## config.mk

```make
export PLATFORM = sky130hd
export DESIGN_NAME = mfde_front
export DESIGN_NICKNAME = d
export VERILOG_FILES = /design/src/rtl/mfde_pkg.sv /design/src/rtl/mfde_front.sv
export SDC_FILE = /design/constraint.sdc
export NUM_CORES = 1
export LEC_CHECK = 0
export BUFFER_PORTS_ARGS = -buffer_cell sky130_fd_sc_hd__buf_4
export CAP_MARGIN = 30
export CORE_ASPECT_RATIO = 0.6
export CORE_UTILIZATION = 50
export CTS_CLUSTER_SIZE = 8
export DETAILED_ROUTE_END_ITERATION = 6
export PLACE_DENSITY_LB_ADDON = 0.2
export REMOVE_ABC_BUFFERS = 1
export SETUP_SLACK_MARGIN = 0.2
export SLEW_MARGIN = 5
export SYNTH_ARGS = -nofsm -noshare
export SYNTH_HDL_FRONTEND = slang
export SYNTH_SLANG_ARGS = --single-unit
```

## constraint.sdc

```tcl
create_clock -name i_clk -period 5 [get_ports i_clk]
set_input_delay 1 -clock i_clk [delete_from_list [all_inputs] [get_ports i_clk]]
set_output_delay 1 -clock i_clk [all_outputs]
set_load 0.03 [all_outputs]
```

## src/rtl/mfde_pkg.sv

```systemverilog
package mfde_pkg;

    typedef struct packed {
        logic [2:0] action;
        logic [7:0] x_first;
        logic [7:0] y_first;
        logic [7:0] x_second;
        logic [7:0] y_second;
        logic [5:0] radius;
        logic       color;
        logic [9:0] byte_index;
    } t_cmd;

    typedef struct packed {
        logic [7:0] read_data;
        logic       clipped;
    } t_result;

    localparam logic [2:0] ACT_PIXEL   = 3'd0;
    localparam logic [2:0] ACT_LINE    = 3'd1;
    localparam logic [2:0] ACT_RECT_O  = 3'd2;
    localparam logic [2:0] ACT_RECT_F  = 3'd3;
    localparam logic [2:0] ACT_CIRC_O  = 3'd4;
    localparam logic [2:0] ACT_CIRC_F  = 3'd5;
    localparam logic [2:0] ACT_READ    = 3'd6;
    localparam logic [2:0] ACT_NONE    = 3'd7;

    localparam logic [7:0] MSB_MASK = 8'h80;

endpackage

```

## src/rtl/mfde_front.sv

```systemverilog
// command queue between the accepting side and the raster engine
module mfde_front (
    input  logic            i_clk,
    input  logic            i_rst_n,
    input  logic            i_valid,
    output logic            o_ready,
    input  mfde_pkg::t_cmd  i_cmd,
    output logic            o_q_valid,
    input  logic            i_q_ready,
    output mfde_pkg::t_cmd  o_q_cmd
);
    import mfde_pkg::*;

    t_cmd       r_mem [2];
    logic       r_wp, r_rp;
    logic [1:0] r_cnt;
    logic       w_push, w_pop;

    assign o_ready   = (r_cnt != 2'd2);
    assign o_q_valid = (r_cnt != 2'd0);
    assign o_q_cmd   = r_mem[r_rp];
    assign w_push    = i_valid && o_ready;
    assign w_pop     = o_q_valid && i_q_ready;

    always_ff @(posedge i_clk) begin
        if (w_push) begin
            r_mem[r_wp] <= i_cmd;
        end
    end

    always_ff @(posedge i_clk) begin
        if (!i_rst_n) begin
            r_wp  <= 1'b0;
            r_rp  <= 1'b0;
            r_cnt <= 2'd0;
        end else begin
            if (w_push) r_wp <= ~r_wp;
            if (w_pop)  r_rp <= ~r_rp;
            r_cnt <= r_cnt + {1'b0, w_push} - {1'b0, w_pop};
        end
    end
endmodule

```

# Word level (Yosys, flattened, before mapping)
# Memories as Yosys holds them, arrays and structs flattened. A register that Yosys moved wholly into a read port is not among the register bits.
# Index checks and enable logic that the tools add are counted.
totals:
  regBits: 4
  ramBits: 104
  in_bits: 56
  out_inout_bits: 54
  wordCells: 16
  mem_count: 1
op_classes:
  addsub: 2
  n_eq_ne: 1
  n_mux: 4
  bitwise_logic: 2
  reduce_logical: 3
mem_list:
  columns: ["memory", "words", "word_bits", "read_ports", "rd_ports_with_merged_regs", "wr", "line", "text"]
  rows:
  - ["r_mem", 2, 52, 1, 1, 1, "mfde_front.sv:14", "t_cmd r_mem [2];"]
ops:
  columns: ["operator", "n"]
  rows:
  - ["$mux W1", 4]
  - ["$add A2 B1 Y2", 1]
  - ["$logic_and A1 B1 Y1", 2]
  - ["$ne A2 B2 Y1 const B", 1]
  - ["$not A1 Y1", 2]
  - ["$reduce_bool A2 Y1", 1]
  - ["$sub A2 B1 Y2", 1]

# Depth between registers and ports, before layout
# Gate-level depths: netlist of the first run.
depth:
  word_depth: 4
  ltp_mapped: 8
  ltp_nobuf: 8

# Worst setup path before layout of the first run
# No wires, ideal clock.
synth_path:
  path_kind: "input port to flip-flop"
  start: "input i_valid"
  end: "memory r_mem[0][0] (netlist bit) (enable)"
  setup_time_ns: 0.462
  arrival_ns: 3.287
  required_ns: 4.538
  path_slack_ns: 1.251
  stages: 2
  cell_sequence: "nand2_1 nor2_1"
synth_via:
  elab_chain_len: 3
synth_rtl:
  columns: ["element", "line", "text"]
  rows:
  - ["from (decl)", "mfde_front.sv:5", "input logic i_valid,"]
  - ["$logic_and A1 B1 Y1", "mfde_front.sv:22", "assign w_push = i_valid && o_ready;"]
  - ["$mux W1", "mfde_front.sv:26", "if (w_push) begin"]
  - ["$mux W1 (implied by the code)", "mfde_front.sv:27", "r_mem[r_wp] <= i_cmd;"]
  - ["to (decl)", "mfde_front.sv:14", null]
# Every way passes these cells.

==> results of run 1 <==
==> report_power, final <==
group | total, mW | internal (mW) | switching (mW)
clock network | 0.725 | 0.438 | 0.286
logic | 0.978 | 0.444 | 0.535
registers | 1.19 | 1.15 | 0.0431
==> area by class of cell <==
| class | count | area, um^2 |
|---|---|---|
| multi-input combinational | 70 | 912 |
| timing repair buffer | 112 | 861 |
| clock buffer | 12 | 236 |
| inverter | 1 | 3.75 |
| sequential | 109 | 3230 |
| tap | 108 | 135 |
| fill | 554 | 2590 |
| clock inverter | 4 | 72.6 |
==> how the worst max path moves through the flow <==
stage | from | to | slack (ns)
2_1_floorplan | i_valid | r_mem[0][0] | 1.25
3_3_place_gp | flip-flop | o_q_cmd[51] | 2.39
3_5_place_dp | flip-flop | o_q_cmd[51] | 2.38
4_1_cts | flip-flop | o_q_cmd[51] | 2.02
5_1_grt | flip-flop | o_q_cmd[51] | 2.31
6_report | flip-flop | o_q_cmd[51] | 2.37
==> flip-flops by register name, summed over array words and instances, names as in the netlist, named ones only <==
| signal | flops |
|---|---|
| r_wp | 1 |
| r_cnt | 2 |
| r_rp | 1 |
| r_mem | 104 |
==> metal layers <==
layer | global-route usage, % | routed length (um)
met2 | 26.2 | 3300
met3 | 7.45 | 581
met1 | 19.3 | 2990
met4 | 4.53 | 12
met5 | 0 | 0
==> tightest hold or removal path: stages (launching register included) <==
cell     delay [ns]
dfxtp_1        0.35
nand2_1        0.07
mux2i_1        0.06
==> synthesized netlist by cell type (all sizes together) <==
library cell  count
edfxtp          104
mux2             52
buf               6
dfxtp             5
xnor2             3
and2              2
ha                2
nand2             2
nand2b            2
nor2b             2
and3              1
inv               1
mux2i             1
nor2              1
o21a              1
or2               1
==> per-stage QoR <==
stage | total power, mW | instances | setup slack (ns) | cell area, um^2 | util (%)
2_1_floorplan | 1.90 | 180 | 1.25 | 4130 | -
4_1_cts | 2.92 | 415 | 2.02 | 5420 | 67.4
5_1_grt | 3.01 | 416 | 2.31 | 5450 | 67.8
3_5_place_dp | 2.19 | 399 | 2.38 | 5110 | 63.6
3_3_place_gp | 2.18 | 399 | 2.39 | 5110 | 63.6
6_report | 2.90 | 416 | 2.37 | 5450 | 67.8
==> kinds of logic (layout without fill, tap and decap cells) <==
| group | Yosys count | after routing |
|---|---|---|
| fa+ha+maj | 2 | 2 |
| flops | 109 | 109 |
| simple gates | 11 | 11 |
| xor+xnor | 3 | 3 |
| compound gates | 1 | 1 |
| buf+inv | 7 | 129 |
| mux | 53 | 53 |
==> out/qor.csv, run 1 <==
metric,value,unit
status,completed,
fmax,381,MHz
reg2reg_slack,3.07,ns
cp_slowest_cell,dfxtp_4,
drv_cap,0,
syn_to_final_growth,28.4,%
gp_congestion,0.700,
die_x,121,um
yosys_register_bits,109,
cts.path.max_buffers,2,
hold_start,r_wp,
final_nets,361,
h-tree-depth,3,
drt_iter0_drc,91,
crit_buf_inv,2,
grt_pass1_wl,10100,um
crit_chain,"buf_16, mux2_2, buf_4",
cp_top_family,buffers and inverters,
first_pass_iters,4,
antenna_found_initial,0,
worst-path-stages,3,
post_cts_buffers,0,
synth_simple_gate_area_share,1.45,%
track_usage,16.0,%
rsz0062_at_grt,false,
synth_top_family_by_area,multiplexers,
yosysTopAreaCell,edfxtp_1,
total_leakage_power,2.14,nW
netlist_instances,186,
power_density,532,nW/um^2
worstRegToRegCells,4,
clock-sinks,109,
tightest_slew,0.713,ns
io_pins,110,
tns,0,ns
hold_ws,0.532,ns
cts.clk_slew.worst_paths,0.07,ns
worst-setup-path-type,flip-flop to primary output,
worstPathArrival,1.63,ns
synth_compound_area_share,0.177,%
wl_per_cell,16.6,um
synth-adder-area-share,0.590,%
ir_drop,0.000356,V
slowest_delay,0.40,ns
cp-end-kind,primary output,
remaining_drc_errors,0,
synth_top_area_share,73.6,%
dp_hpwl,4370,um
yosysSeqAreaShare,76.0,%
start_util,52.8,%
post_cts_resized,0,
skew,0.00656,ns
slew_headroom,52.5,%
route.vias.total,2029,
maxSlewViolCount,0,
port_buffers,109,
required,4.00,ns
r2r-end,r_mem[0][37],
min_period_over_period,52.5,%
overflow,0,
final_common_cell,buf_4,
synth_area,4240,um^2
synth_xor_area_share,0.619,%
setup_viol,0,
avgSynthCellArea,22.8,um^2
period_needed,2.63,ns
yosys-mux-area-fraction,18.5,%
cts-buffers-inserted,9,
rows,25,
ys_types,18,
synthTopCellsByArea,"edfxtp_1 74%, mux2_4 18%, buf_12 2.4%, dfxtp_1 2.4%, xnor2_1 0.62%",
yosysWarnings,0,
cts_hold_buffers,0,
grt_pass1_vias,2044,
cp_max_fo,49,
die_area,8870,um^2
clock_latency,0.33,ns
final_cell_mix,"111 x buf_4, 104 x edfxtp_1, 50 x mux2_4",
min_to,r_wp,
hold_path_depth,2,
drive_gt1_share,58.8,%
antenna_cells,0,
start_kind,flip-flop,
r2r-start,r_cnt[0],
core-area,8040,um^2
grt_max_degree,53,
via_per_inst,4.88,
wl,6890,um
cts_tree,done,
ant_nets,0,
hp-class,flip-flop to flip-flop,
root_buffer,clkbuf_16,
fp.dieH,73.3,um
finalHoldViolCount,0,
No activity file was read; power rests on OpenSTA's default activity.
==> run 2: changes to the inputs <==
==> constraint.sdc (replaced) <==
create_clock -name i_clk -period 2.45 [get_ports i_clk]
set_input_delay 0.49 -clock i_clk [delete_from_list [all_inputs] [get_ports i_clk]]
set_output_delay 0.49 -clock i_clk [all_outputs]
set_load 0.03 [all_outputs]
==> out/qor.csv, run 2 (synthesized netlist as in run 1, its figures left out) <==
metric,value,unit,change
fillers,525,,-5.2%
grt_max_degree,35,,-34%
tightest_slew,0.470,ns,-0.243 ns
worstRegToRegCells,8,,+4
antenna_cells,0,,unchanged
wl,6860,um,-0.41%
worst-setup-path-type,flip-flop to primary output,,
setup_ws,0.338,ns,-2.04 ns
placedInstanceArea,5160,um^2,+0.98%
first_pass_iters,4,,unchanged
setup_viol,0,,unchanged
final_cell_mix,"115 x buf_4, 104 x edfxtp_1, 50 x mux2_4",,
skew,0.00375,ns,-0.00281 ns
multi_input_comb_area,912,um^2,unchanged
finalNonFillerCells,420,,+0.96%
route.vias.total,2052,,+1.1%
die_x,121,um,unchanged
fp.dieH,73.3,um,unchanged
hold_start,i_cmd[29],,
io_pins,110,,unchanged
cts-buffers-inserted,9,,unchanged
cp_top_family,flip-flops,,
largest_reg_flops,104,,unchanged
grt_pass1_wl,10300,um,+1.9%
hold_path_depth,1,,-1
final_nets,365,,+1.1%
start_kind,flip-flop,,
worstPathArrival,1.62,ns,about the same
power_density,1080,nW/um^2,+100%
reg2reg_slack,0.73,ns,-2.34 ns
maxSlewViolCount,0,,unchanged
cp_slowest_cell,dfxtp_4,,
required,1.96,ns,-2.04 ns
slew_headroom,68.7,%,+16 points
min_period_over_period,86.2,%,
cts.path.max_buffers,2,,unchanged
post_cts_resized,0,,unchanged
hp-class,primary input to flip-flop,,
largestRegisters,"r_mem x104, r_cnt x2",,
clock_latency,0.33,ns,about the same
track_usage,16.4,%,+0.38 points
fmax,474,MHz,
via_per_inst,4.89,,+0.17%
drv_cap,0,,unchanged
die_area,8870,um^2,unchanged
port_buffers,109,,unchanged
antenna_found_initial,0,,unchanged
syn_to_final_growth,28.9,%,
pre_cts_ws,0.688,ns,-1.70 ns
cts_hold_buffers,0,,unchanged
rsz0062_at_grt,false,,
crit_chain,"buf_4, mux2_2, buf_4",,
largest_register,r_mem,,
core-area,8040,um^2,unchanged
cpMostUsedCell,buf_4,,
slowest_delay,0.47,ns,+0.07 ns
final_common_cell,buf_4,,
clock-sinks,109,,unchanged
finalHoldViolCount,0,,unchanged
h-tree-depth,3,,unchanged
layout.area.seq,3230,um^2,unchanged
drive_gt1_share,59.3,%,+0.53 points
crit_buf_inv,2,,unchanged
r2r-start,r_cnt[0],,
root_buffer,clkbuf_16,,
ant_nets,0,,unchanged
status,completed,,
drt_iter0_drc,89,,-2.2%
min_to,r_mem[1][29],,
cts_tree,done,,
r2r-end,r_cnt[1],,
wl_per_cell,16.3,um,-1.4%
place_inst,404,,+1.3%
cts.clk_slew.worst_paths,0.06,ns,about the same
rows,25,,unchanged
post_cts_buffers,0,,unchanged
gp_congestion,0.717,,+2.3%
ir_drop,0.000643,V,+81%
cp_max_fo,11,,-78%
grt_pass1_vias,2114,,+3.4%
p_total,5.90,mW,+100%
cp-end-kind,primary output,,
total_leakage_power,2.16,nW,+1.0%
tns,0,ns,unchanged
start_util,52.8,%,unchanged
remaining_drc_errors,0,,unchanged
period_needed,2.11,ns,
dp_hpwl,4580,um,+4.8%
final_area,5470,um^2,+0.37%
overflow,0,,unchanged
[run 2: changes by cell type in the layout (fill, tap and decap cells not counted)]
cell	change
clkinv_2	+1
buf_16	-1
clkinvlp_4	-1
clkbuf_1	-2
clkinv_1	+2
buf_4	+4
buf_12	+1
[run 2: power breakdown]
group          internal (mW)  switching [mW]  total (mW)
Combinational          0.916            1.08        2.00
Clock                  0.884           0.573        1.46
Sequential              2.35           0.102        2.45
Total                   4.15            1.76        5.90
[run 2: area by class of cell]
| cell class | count | share of cell area, % |
|---|---|---|
| clock buffers | 10 | 4.19 |
| clock inverters | 6 | 1.42 |
| inverters | 1 | 0.0686 |
| multi-input cells | 70 | 16.7 |
| flip-flops and latches | 109 | 59.0 |
| well taps | 108 | 2.47 |
| repair buffers | 116 | 16.2 |
[run 2: worst max path at each step]
stage / start / slack, ns / to / depth (start not counted)
2_1_floorplan: r_cnt[0] / -1.04 / r_mem[0][0] / 3
3_5_place_dp: flip-flop / 0.69 / o_q_cmd[0] / 3
5_1_grt: flip-flop / 0.27 / o_q_cmd[0] / 3
6_report: flip-flop / 0.34 / o_q_cmd[0] / 3
4_1_cts: flip-flop / 0.31 / o_q_cmd[0] / 3
3_3_place_gp: flip-flop / 0.70 / o_q_cmd[51] / 3
[run 2: through the flow]
step,hold WS [ns],utilization [%]
detailed placement,0.509,64.2
global placement,0.499,64.2
global route,0.317,68.0
floorplan,0.455,-
CTS,0.321,68.0
finish,0.335,68.0
[run 2: metal layers]
| metal | vias to the layer above | wire (um) | global-route usage [%] |
|---|---|---|---|
| met3 | 6 | 747 | 9.32 |
| li1 | 959 | - | - |
| met1 | 1005 | 2820 | 18.7 |
| met4 | 0 | 39 | 3.29 |
| met5 | - | 0 | 0 |
| met2 | 82 | 3250 | 27.2 |
